[src/rtl/brb_pkg.sv]
// ----------------------------------------------------------------------------
// brb_pkg: shared types and constants for the byte ring buffer
// Item and result layouts, action codes, the internal command format and
// the back-end state encoding.
// ----------------------------------------------------------------------------
`default_nettype none

package brb_pkg;

   // Buffer geometry
   localparam int CAPACITY  = 1024;
   localparam int MAX_BLOCK = 64;
   localparam int IDX_W     = 10;   // index into the byte store
   localparam int CNT_W     = 11;   // fill count, holds CAPACITY itself
   localparam int LEN_W     = 7;

   // Action codes carried on the request channel
   localparam logic [2:0] ACT_WRITE  = 3'd0;
   localparam logic [2:0] ACT_READ   = 3'd1;
   localparam logic [2:0] ACT_PEEK   = 3'd2;
   localparam logic [2:0] ACT_REMOVE = 3'd3;
   localparam logic [2:0] ACT_QUERY  = 3'd4;

   // Status codes
   localparam logic STAT_OK   = 1'b0;
   localparam logic STAT_FAIL = 1'b1;

   typedef struct packed {
      logic [2:0]       action;
      logic [LEN_W-1:0] block_length;
      logic [7:0]       data_byte;
      logic             clear_counter;
   } req_item_type;

   typedef struct packed {
      logic             status;
      logic [7:0]       out_byte;
      logic             last;
      logic [CNT_W-1:0] fill_level;
      logic [CNT_W-1:0] free_space;
      logic [CNT_W-1:0] contiguous_length;
      logic [IDX_W-1:0] read_position;
      logic [63:0]      bytes_written;
   } rsp_item_type;

   typedef enum logic [2:0] {
      CMD_WRITE,
      CMD_READ,
      CMD_PEEK,
      CMD_REMOVE,
      CMD_QUERY
   } cmd_kind_type;

   typedef struct packed {
      cmd_kind_type     kind;
      logic [LEN_W-1:0] len;
      logic [7:0]       data;
      logic             clear;
   } cmd_type;

   // Head of the command queue as seen by the back end
   typedef struct packed {
      logic    valid;
      cmd_type cmd;
   } cmd_head_type;

   typedef enum logic {
      BACK_IDLE,
      BACK_STREAM
   } back_state_type;

endpackage

`default_nettype wire

[src/rtl/brb_front.sv]
// ----------------------------------------------------------------------------
// brb_front: request intake and command queue
// Accepts request transfers, decodes the action into a command, drops
// unknown actions and holds up to two commands for the back end.
// ----------------------------------------------------------------------------
`default_nettype none

module brb_front import brb_pkg::*; (
   input  wire logic         clock,
   input  wire logic         reset,
   input  wire logic         start,
   output      logic         busy,
   input  wire req_item_type req_item,
   output      cmd_head_type cmd_head,
   input  wire logic         cmd_pop
);

   cmd_type    queue_ff [2];
   logic [1:0] count_ff, count_in;
   logic       wr_ptr_ff, wr_ptr_in;
   logic       rd_ptr_ff, rd_ptr_in;
   logic       accept;
   logic       known;
   logic       push;
   logic       pop;
   cmd_type    decoded;

   // Decode the action into a command kind
   always_comb begin
      decoded.len   = req_item.block_length;
      decoded.data  = req_item.data_byte;
      decoded.clear = req_item.clear_counter;
      decoded.kind  = CMD_WRITE;
      known         = 1'b1;
      case (req_item.action)
         ACT_WRITE:  decoded.kind = CMD_WRITE;
         ACT_READ:   decoded.kind = CMD_READ;
         ACT_PEEK:   decoded.kind = CMD_PEEK;
         ACT_REMOVE: decoded.kind = CMD_REMOVE;
         ACT_QUERY:  decoded.kind = CMD_QUERY;
         default:    known        = 1'b0;
      endcase
   end

   assign busy   = (count_ff == 2'd2);
   assign accept = start && !busy;
   assign push   = accept && known;
   assign pop    = cmd_pop && (count_ff != 2'd0);

   // Advance queue pointers and occupancy
   always_comb begin
      wr_ptr_in = push ? !wr_ptr_ff : wr_ptr_ff;
      rd_ptr_in = pop ? !rd_ptr_ff : rd_ptr_ff;
      count_in  = count_ff;
      if (push && !pop) begin
         count_in = count_ff + 2'd1;
      end else if (pop && !push) begin
         count_in = count_ff - 2'd1;
      end
   end

   always_ff @(posedge clock) begin
      if (reset) begin
         count_ff  <= 2'd0;
         wr_ptr_ff <= 1'b0;
         rd_ptr_ff <= 1'b0;
      end else begin
         count_ff  <= count_in;
         wr_ptr_ff <= wr_ptr_in;
         rd_ptr_ff <= rd_ptr_in;
      end
   end

   // Store the decoded command
   always_ff @(posedge clock) begin
      if (push) begin
         queue_ff[wr_ptr_ff] <= decoded;
      end
   end

   assign cmd_head.valid = (count_ff != 2'd0);
   assign cmd_head.cmd   = queue_ff[rd_ptr_ff];

endmodule

`default_nettype wire

[config.mk]
export PLATFORM = sky130hd
export DESIGN_NAME = brb_front
export DESIGN_NICKNAME = d
export VERILOG_FILES = /design/src/rtl/brb_pkg.sv /design/src/rtl/brb_front.sv
export SDC_FILE = /design/constraint.sdc
export NUM_CORES = 1
export LEC_CHECK = 0
export ABC_AREA = 1
export BUFFER_PORTS_ARGS = -buffer_cell sky130_fd_sc_hd__buf_2
export CAP_MARGIN = 25
export CORE_ASPECT_RATIO = 1.25
export CORE_UTILIZATION = 41
export CTS_BUF_LIST = sky130_fd_sc_hd__clkbuf_4 sky130_fd_sc_hd__clkbuf_8
export DETAILED_ROUTE_END_ITERATION = 10
export GPL_TIMING_DRIVEN = 0
export PLACE_DENSITY = 0.69
export SYNTH_ARGS = -nofsm -noshare
export SYNTH_HDL_FRONTEND = slang
export SYNTH_SLANG_ARGS = --single-unit
export TNS_END_PERCENT = 1
[constraint.sdc]
create_clock -name clock -period 2.76 [get_ports clock]
set_input_delay 0.138 -clock clock [delete_from_list [all_inputs] [get_ports clock]]
set_output_delay 0.138 -clock clock [all_outputs]
set_load 0.02 [all_outputs]
==> key figures, run 1 <==
Drt
  • Final ANT Viol Nets: 0
  • # DRC: 0
  • Vias/cell: 4.67
  • Avg WL per Cell: ~12 um
  • First DRT Iteration DRCs: 19
  • Via count: 989
  • Drt first pass iters: 4
  • Routed Wire Length: around 2.6 mm

Floorplan
  • I/O pin count: 44
  • Die H: ~74 um
  • Area of the die: ~4400 um^2
  • Initial Utilization: a little over two fifths
  • Core area: 3880 um^2
  • Num rows: 25
  • Chip width: approximately 60 um

Clock network
  • Resize count post-CTS: 0
  • CTS Hold Bufs: 0
  • Clk_lat worst skew: ~290 ps
  • CTS buffer count: 5
  • CTS tree: yes
  • Clock slew at reported path FFs: 70 ps
  • H-tree levels: 2
  • Postcts setup bufs: 0
  • Max clock buf depth: 2
  • Sink Count: 43
  • Root Buffer: clkbuf_8

Setup path
  • Worst R2R Path Depth: 5
  • Stages on worst setup path: 5
  • Required time of the critical path: 2750 ps
  • Cell Chain, Critical Path: inv_2 > nand2_1 > nand2_1 > nor3_2 > buf_6
  • CP max stage delay: about 550 ps
  • CP dominant cell by count: nand2_1
  • Critical Setup Path Class: reg2reg
  • Startpoint types: flip-flop
  • Critical path arrival: roughly 1700 ps
  • Crit-path max FO: 12
  • R2R setup slack: 1080 ps
  • Slowest stage cell, crit path: nor3_2
  • CP Buf/Inv Count: 2
  • Crit. End Element: flip-flop
  • Delay-heaviest family, CP: simple AND/OR/NAND/NOR gates

Logic synthesis
  • Yosys Warn Count: 0
  • Syn nets: between 100 and 150
  • Synth area leader: edfxtp_1
  • Ys flop type: edfxtp_1
  • Sequential fraction of the synthesis area: 72.8%
  • Yosys top cell area share: about two thirds
  • Synth Cell Area: 1710 um^2
  • Synth top cells by count: edfxtp_1, nor2_1, mux2_4, nand2_1
  • Synth area leaders: edfxtp_1, mux2_4, mux2_2
  • Seq cells post-synth: 43
  • Synth Instances: 106
  • Count of cell types in the netlist: 16
  • Post-synth EDFFs: 38
  • Async SR Flop Fraction: 0%
  • Syn Area/Cell: roughly 16 um^2
  • Count leader, synth: edfxtp_1

Layout
  • Post-route cell area: around 2100 um^2
  • Seq. cell area: 1240 um^2
  • Nets: about 180
  • Share of layout cells above drive strength 1: 47.5%
  • Antenna cell count: 0
  • Multi-input logic area: around 400 um^2
  • Area Growth Syn to Fin: 22.9%
  • Number of fillers in the final layout: 360

Global routing
  • Vias in the first global route: 919
  • Met2 GRT Util: between 20% and 30%
  • Total gr overflow: 0
  • Initial antenna violation count: 0
  • Tot GR Track Use: around an eighth
  • Top Usage Layer GRT: met2
  • Grt met1 use: 12.7%
  • First-pass GRT wire length: ~3.9 mm
  • Largest net degree at the start of global routing: 20
  • Met3 Use GR: under 10%

STA
  • Slew of the pin with the lowest slew margin: approximately 760 ps
  • Relative slew margins: 49.4%
  • Fin crit period: between 1500 and 2000 ps
  • Worst clock skew: roughly 4.0 ps
  • Fin. Hold Viols: 0
  • RSZ-0062 raised after global routing: false
  • Max-slew violation count: 0
  • Hold WS: 35.9 ps
  • Final setup fails: 0
  • Total Neg Setup Slack: 0 ps
  • Max Fclk: 595 MHz
  • Tcrit/Tclk final: between 60 and 70%

Power
  • Maximum vdd drop: between 0.3 and 0.4 mV
  • Power density over the cells: slightly below 800 nW/um^2
  • Lkg Pwr: 0.000862 uW
  • Total power: 1660 uW

Placed design
  • GP Congestion: 0.702
  • Port Buffers: 43
  • Area after DPL: approximately 2000 um^2
  • Hpwl dp: roughly 1.9 mm

Hold path
  • Hold depth: 1
  • Hold Path Class: in2reg

Job
  • Max Cap Viol: 0

Outcome
  • Status: finished clean
## metal layers
| metal | part of all wire [%] | wire length (um) | vias to the layer above |
|---|---|---|---|
| met2 | 53 | 1360 | 33 |
| met1 | 39 | 992 | 469 |
| met4 | 2.3 | 58 | 0 |
| li1 | - | - | 481 |
| met5 | 0 | 0 | - |
| met3 | 5.9 | 152 | 6 |
## cells by family after synthesis
group | Yosys count | synth area share (%)
compound gates | 5 | 1.47
fa+ha+maj | 1 | 0.734
buf+inv | 12 | 4.03
flops | 43 | 72.8
mux | 19 | 14.7
simple gates | 26 | 6.24
## where the power goes
part | leakage, uW | total (uW) | switching (uW) | internal (uW)
clock network | 0.0000498 | 392 | 183 | 209
logic | 0.000420 | 463 | 262 | 201
registers | 0.000392 | 804 | 21.9 | 782
total | 0.000862 | 1660 | 467 | 1190
## per-stage QoR
stage	cells	utilization [%]	setup WS, ps
finish	212	54.0	1080
global route	212	54.0	956
CTS	212	54.0	1020
detailed placement	204	51.7	1060
global placement	203	51.3	-209
floorplan	106	-	469
## cells in the final DEF (no fill, tap or decap), types with 2 or more instances in the layout
master | Yosys | routed
a21oi_1 | 3 | 3
buf_2 | 0 | 43
buf_6 | 1 | 2
clkbuf_4 | 0 | 3
clkbuf_8 | 0 | 5
dfxtp_1 | 5 | 5
edfxtp_1 | 38 | 38
inv_1 | 9 | 9
mux2_2 | 9 | 9
mux2_4 | 10 | 10
nand2_1 | 10 | 10
nand3_1 | 2 | 2
nor2_1 | 11 | 11
o21ai_0 | 2 | 2
## flip-flops by register name, indices dropped and copies added (netlist names), named ones only
register / cells
count_ff: 2
queue_ff: 38
rd_ptr_ff: 1
wr_ptr_ff: 1
## final timing paths
path | end | start
max | queue_ff[0][3]$_DFFE_PP_ | count_ff[0]$_SDFFE_PP0P_
min | queue_ff[0][2]$_DFFE_PP_ | req_item[2]
max reg2reg | queue_ff[0][3]$_DFFE_PP_ | count_ff[0]$_SDFFE_PP0P_
min reg2reg | rd_ptr_ff$_SDFFE_PP0P_ | rd_ptr_ff$_SDFFE_PP0P_
## final cells by class
class / count / share of cell area, %
plain buffers: 2 / 1.49
well taps: 54 / 3.22
multi-input cells: 51 / 19.1
flip-flops and latches: 43 / 59.2
inverters: 10 / 1.79
clock buffers: 8 / 4.36
repair buffers: 44 / 10.8
Power figures use the tool's default switching activity.
==> inputs of run 2 (changes only) <==
--- a/config.mk
+++ b/config.mk
@@ -5,7 +5,7 @@
 export SDC_FILE = /design/constraint.sdc
 export NUM_CORES = 1
 export LEC_CHECK = 0
-export ABC_AREA = 1
+export ABC_AREA = 0
 export BUFFER_PORTS_ARGS = -buffer_cell sky130_fd_sc_hd__buf_2
 export CAP_MARGIN = 25
 export CORE_ASPECT_RATIO = 1.25
@@ -13,7 +13,7 @@
 export CTS_BUF_LIST = sky130_fd_sc_hd__clkbuf_4 sky130_fd_sc_hd__clkbuf_8
 export DETAILED_ROUTE_END_ITERATION = 10
 export GPL_TIMING_DRIVEN = 0
-export PLACE_DENSITY = 0.69
+export PLACE_DENSITY = 0.72
 export SYNTH_ARGS = -nofsm -noshare
 export SYNTH_HDL_FRONTEND = slang
 export SYNTH_SLANG_ARGS = --single-unit
==> constraint.sdc (replaced) <==
create_clock -name clock -period 1.35 [get_ports clock]
set_input_delay 0.0675 -clock clock [delete_from_list [all_inputs] [get_ports clock]]
set_output_delay 0.0675 -clock clock [all_outputs]
set_load 0.02 [all_outputs]
==> run 2 against run 1 <==
The flow now finishes with violations (negative setup slack); cell count up 0.94%; maximum frequency up 9.9%; critical path depth up 1; synthesized cell count shrank 18%; wire length grew 11%; clock-buffer cell count shrank 1; total power rose by 140%; clock power grew 100%; die area down 4.6%; design area increased by 9.4%; global-route usage grew 2.6 points; first-iteration DRC count increased by 89%; critical path type unchanged; largest cell class unchanged.
==> key figures, run 2 <==
Global routing
  • Initial antenna violation count: 0 (unchanged)
  • Total gr overflow: 0 (unchanged)
  • Largest net degree at the start of global routing: 20 (unchanged)
  • Vias in the first global route: 1,030 (+12%)
  • Tot GR Track Use: 15.4% (+2.6 points)
  • First-pass GRT wire length: 4.57 mm (+16%)

Drt
  • Final ANT Viol Nets: 0 (unchanged)
  • Avg WL per Cell: 13.3 um (+10%)
  • Drt first pass iters: 4 (unchanged)
  • First DRT Iteration DRCs: 36 (+17)
  • Via count: 981 (-0.81%)
  • # DRC: 0 (unchanged)
  • Routed Wire Length: 2.86 mm (+11%)
  • Vias/cell: 4.58 (-1.7%)

Power
  • Switching share of power: 30.0% (+1.9 points)
  • Maximum vdd drop: 1.15 mV (+200%)
  • Clock share of power: 20.3% (-3.3 points)
  • Pint: 2750 uW (+130%)
  • Total power: 3930 uW (+140%)
  • Lkg Pwr: 0.000884 uW (+2.6%)
  • Sw Pwr: 1180 uW (+150%)
  • Combinational power share: 35.2% (+7.3 points)
  • Reg power frac: 44.5% (-4.0 points)
  • Power density over the cells: 1710 nW/um^2 (+120%)

Hold path
  • Hold Path Class: in2reg

Layout
  • Area Growth Syn to Fin: 41.2%
  • Number of fillers in the final layout: 302 (-16%)
  • Largest registers: queue_ff (38), count_ff (2)
  • Most frequent cells in the layout: buf_2, edfxtp_1, mux2_2
  • Post-route cell area: 2290 um^2 (+9.4%)
  • Reg with most FFs: queue_ff
  • Share of layout cells above drive strength 1: 55.0% (+7.5 points)
  • Antenna cell count: 0 (unchanged)
  • Most common cell after layout, fill and taps aside: buf_2
  • Max reg flops: 38 (unchanged)
  • Nets: 183 (+1.1%)

STA
  • Tcrit/Tclk final: 113% (+52 points)
  • Slew of the pin with the lowest slew margin: 329 ps (-430 ps)
  • Final setup margin: -179 ps (-1260 ps)
  • Worst clock skew: 8.34 ps (+4.35 ps)
  • Hold WS: 96.0 ps (+60.2 ps)
  • Final setup fails: 50 (+50)
  • Max-slew violation count: 0 (unchanged)
  • Relative slew margins: 78.0% (+29 points)
  • Fin crit period: 1530 ps (-152 ps)
  • Max Fclk: 654 MHz (+9.9%)
  • RSZ-0062 raised after global routing: true
  • Fin. Hold Viols: 0 (unchanged)

Logic synthesis
  • Synth Area in Adders: 0.770% (+0.037 points)
  • Ys flop type: edfxtp_1
  • Synth Area in Simple Gates: 5.24% (-1.0 points)
  • Complex-gate fraction of the synthesized area: 1.23% (-0.23 points)
  • Synth Cell Area: 1620 um^2 (-4.8%)
  • Synth Instances: 87 (-18%)
  • Post-synth EDFFs: 38 (unchanged)
  • Async SR Flop Fraction: 0% (unchanged)
  • Synth area leaders: edfxtp_1, mux2_2, dfxtp_1
  • Syn Area/Cell: 18.7 um^2 (+16%)
  • Yosys Warn Count: 0 (unchanged)
  • Synth top cells by count: edfxtp_1, mux2_2, dfxtp_1, nor2_1, nor2b_1
  • Syn nets: 111 (-15%)
  • Count leader, synth: edfxtp_1
  • Yosys top cell area share: 70.3% (+3.4 points)
  • Synth area leader: edfxtp_1
  • Largest family of logic cells by synthesized area: multiplexers
  • XOR/XNOR Fraction of Synth Area: 1.62% (+1.6 points)
  • Post-synthesis mux area share: 14.1% (-0.65 points)
  • Count of cell types in the netlist: 17 (+1)
  • Sequential fraction of the synthesis area: 76.4% (+3.6 points)
  • Seq cells post-synth: 43 (unchanged)

Setup path
  • Critical path arrival: 1750 ps (+80 ps)
  • Slowest stage cell, crit path: dfxtp_2
  • Required time of the critical path: 1570 ps (-1180 ps)
  • Critical Setup Path Class: reg2reg
  • Startpoint types: flip-flop
  • CP max stage delay: 360 ps (-190 ps)
  • Crit-path max FO: 5 (-7)
  • Cell Chain, Critical Path: nor2b_4 > and3b_2 > ha_4 > xor2_1 > or3_1 > a21oi_2
  • Crit. End Element: flip-flop

Floorplan
  • Area of the die: 4220 um^2 (-4.6%)
  • Initial Utilization: 42.9% (-1.1 points)
  • Die H: 72.4 um (-2.3%)
  • Chip width: 58.3 um (-2.3%)
  • Num rows: 25 (unchanged)
  • I/O pin count: 44 (unchanged)
  • Core area: 3780 um^2 (-2.4%)

Placed design
  • GP Congestion: 0.645 (-8.2%)
  • Hpwl dp: 1.86 mm (-1.8%)
  • DP Worst Slack: -332 ps (-1390 ps)
  • Port Buffers: 43 (unchanged)
  • Area after DPL: 1940 um^2 (-3.4%)

Clock network
  • Root Buffer: clkbuf_8
  • Max clock buf depth: 2 (unchanged)
  • CTS buffer count: 5 (unchanged)
  • Sink Count: 43 (unchanged)
  • H-tree levels: 2 (unchanged)
  • Clk_lat worst skew: 290 ps (about the same)
  • Clock slew at reported path FFs: 70 ps (about the same)
  • CTS tree: yes

Job
  • Max Cap Viol: 0 (unchanged)

Outcome
  • Status: complete, but fails checks
  • Failing checks: negative setup slack
[run 2: cell count changes after synthesis, moves of 4 or more]
cell and delta:
mux2_4 -9, nor2_1 -7, mux2_2 +10, nand2_1 -10
inv_1 -9, nor2b_1 +4
[run 2: cell families after synthesis]
kind of cell,Yosys count
flops,43
mux,20
simple gates,14
compound gates,4
xor+xnor,3
buf+inv,2
fa+ha+maj,1
[run 2: worst max-delay path, delay by kind of cell (launching register included)]
family	cells	cell delay, ps
flip-flops	1	360
adder cells (fa/ha/maj)	1	160
XOR/XNOR	1	140
AND/OR/NAND/NOR	3	700
AO/OA/AOI/OAI	1	110
[run 2: what timing repair did]
item	in CTS	in global routing
hold endpoints to repair	33	0
setup endpoints to repair	59	60
buffers inserted	5	0
hold buffers	17	0
pin swaps	0	0
resized for setup	8	9
[run 2: area by class of cell]
cell class              instances  area (um^2)  area share [%]
plain buffers                   2         35.0            1.53
clock buffers                   7         83.8            3.66
clock inverters                 1         5.00           0.218
multi-input cells              42          408            17.8
flip-flops and latches         43         1250            54.4
well taps                      54         67.6            2.95
repair buffers                 65          447            19.5
[run 2: power groups by stage]
| stage | registers, uW | logic, uW | clock network [uW] |
|---|---|---|---|
| finish | 1750 | 1380 | 798 |
| global route | 1770 | 1500 | 877 |
| CTS | 1740 | 1340 | 824 |
| detailed placement | 1760 | 1190 | 0 |
| global placement | 1740 | 1150 | 0 |
| floorplan | 1730 | 864 | 0 |
[run 2: final timing paths]
| kind | start | endpoint | slack, ps | cells after the start |
|---|---|---|---|---|
| hold / removal | req_item[17] | queue_ff[1][18]$_DFFE_PP_ | 100 | 2 |
| setup reg to reg | count_ff[1]$_SDFFE_PP0P_ | count_ff[1]$_SDFFE_PP0P_ | -180 | 6 |
| hold reg to reg | rd_ptr_ff$_SDFFE_PP0P_ | flip-flop | 510 | 2 |
| setup / recovery | count_ff[1]$_SDFFE_PP0P_ | count_ff[1]$_SDFFE_PP0P_ | -180 | 6 |
[run 2: routing by layer]
layer  global-route usage, %  vias to the layer above  part of all wire (%)
li1                        -                      473                     -
met2                    26.9                       33                    53
met3                    6.24                        5                   5.6
met5                       0                        -                     0
met1                    16.1                      470                    39
met4                    6.35                        0                   1.7
[run 2: per-stage QoR]
stage | std cells | utilization [%] | setup TNS [ps]
finish | 214 | 60.6 | -5110
global route | 214 | 60.6 | -8400
CTS | 214 | 59.8 | -6010
detailed placement | 184 | 51.1 | -12120
global placement | 184 | 51.1 | -9890
floorplan | 87 | - | -4790
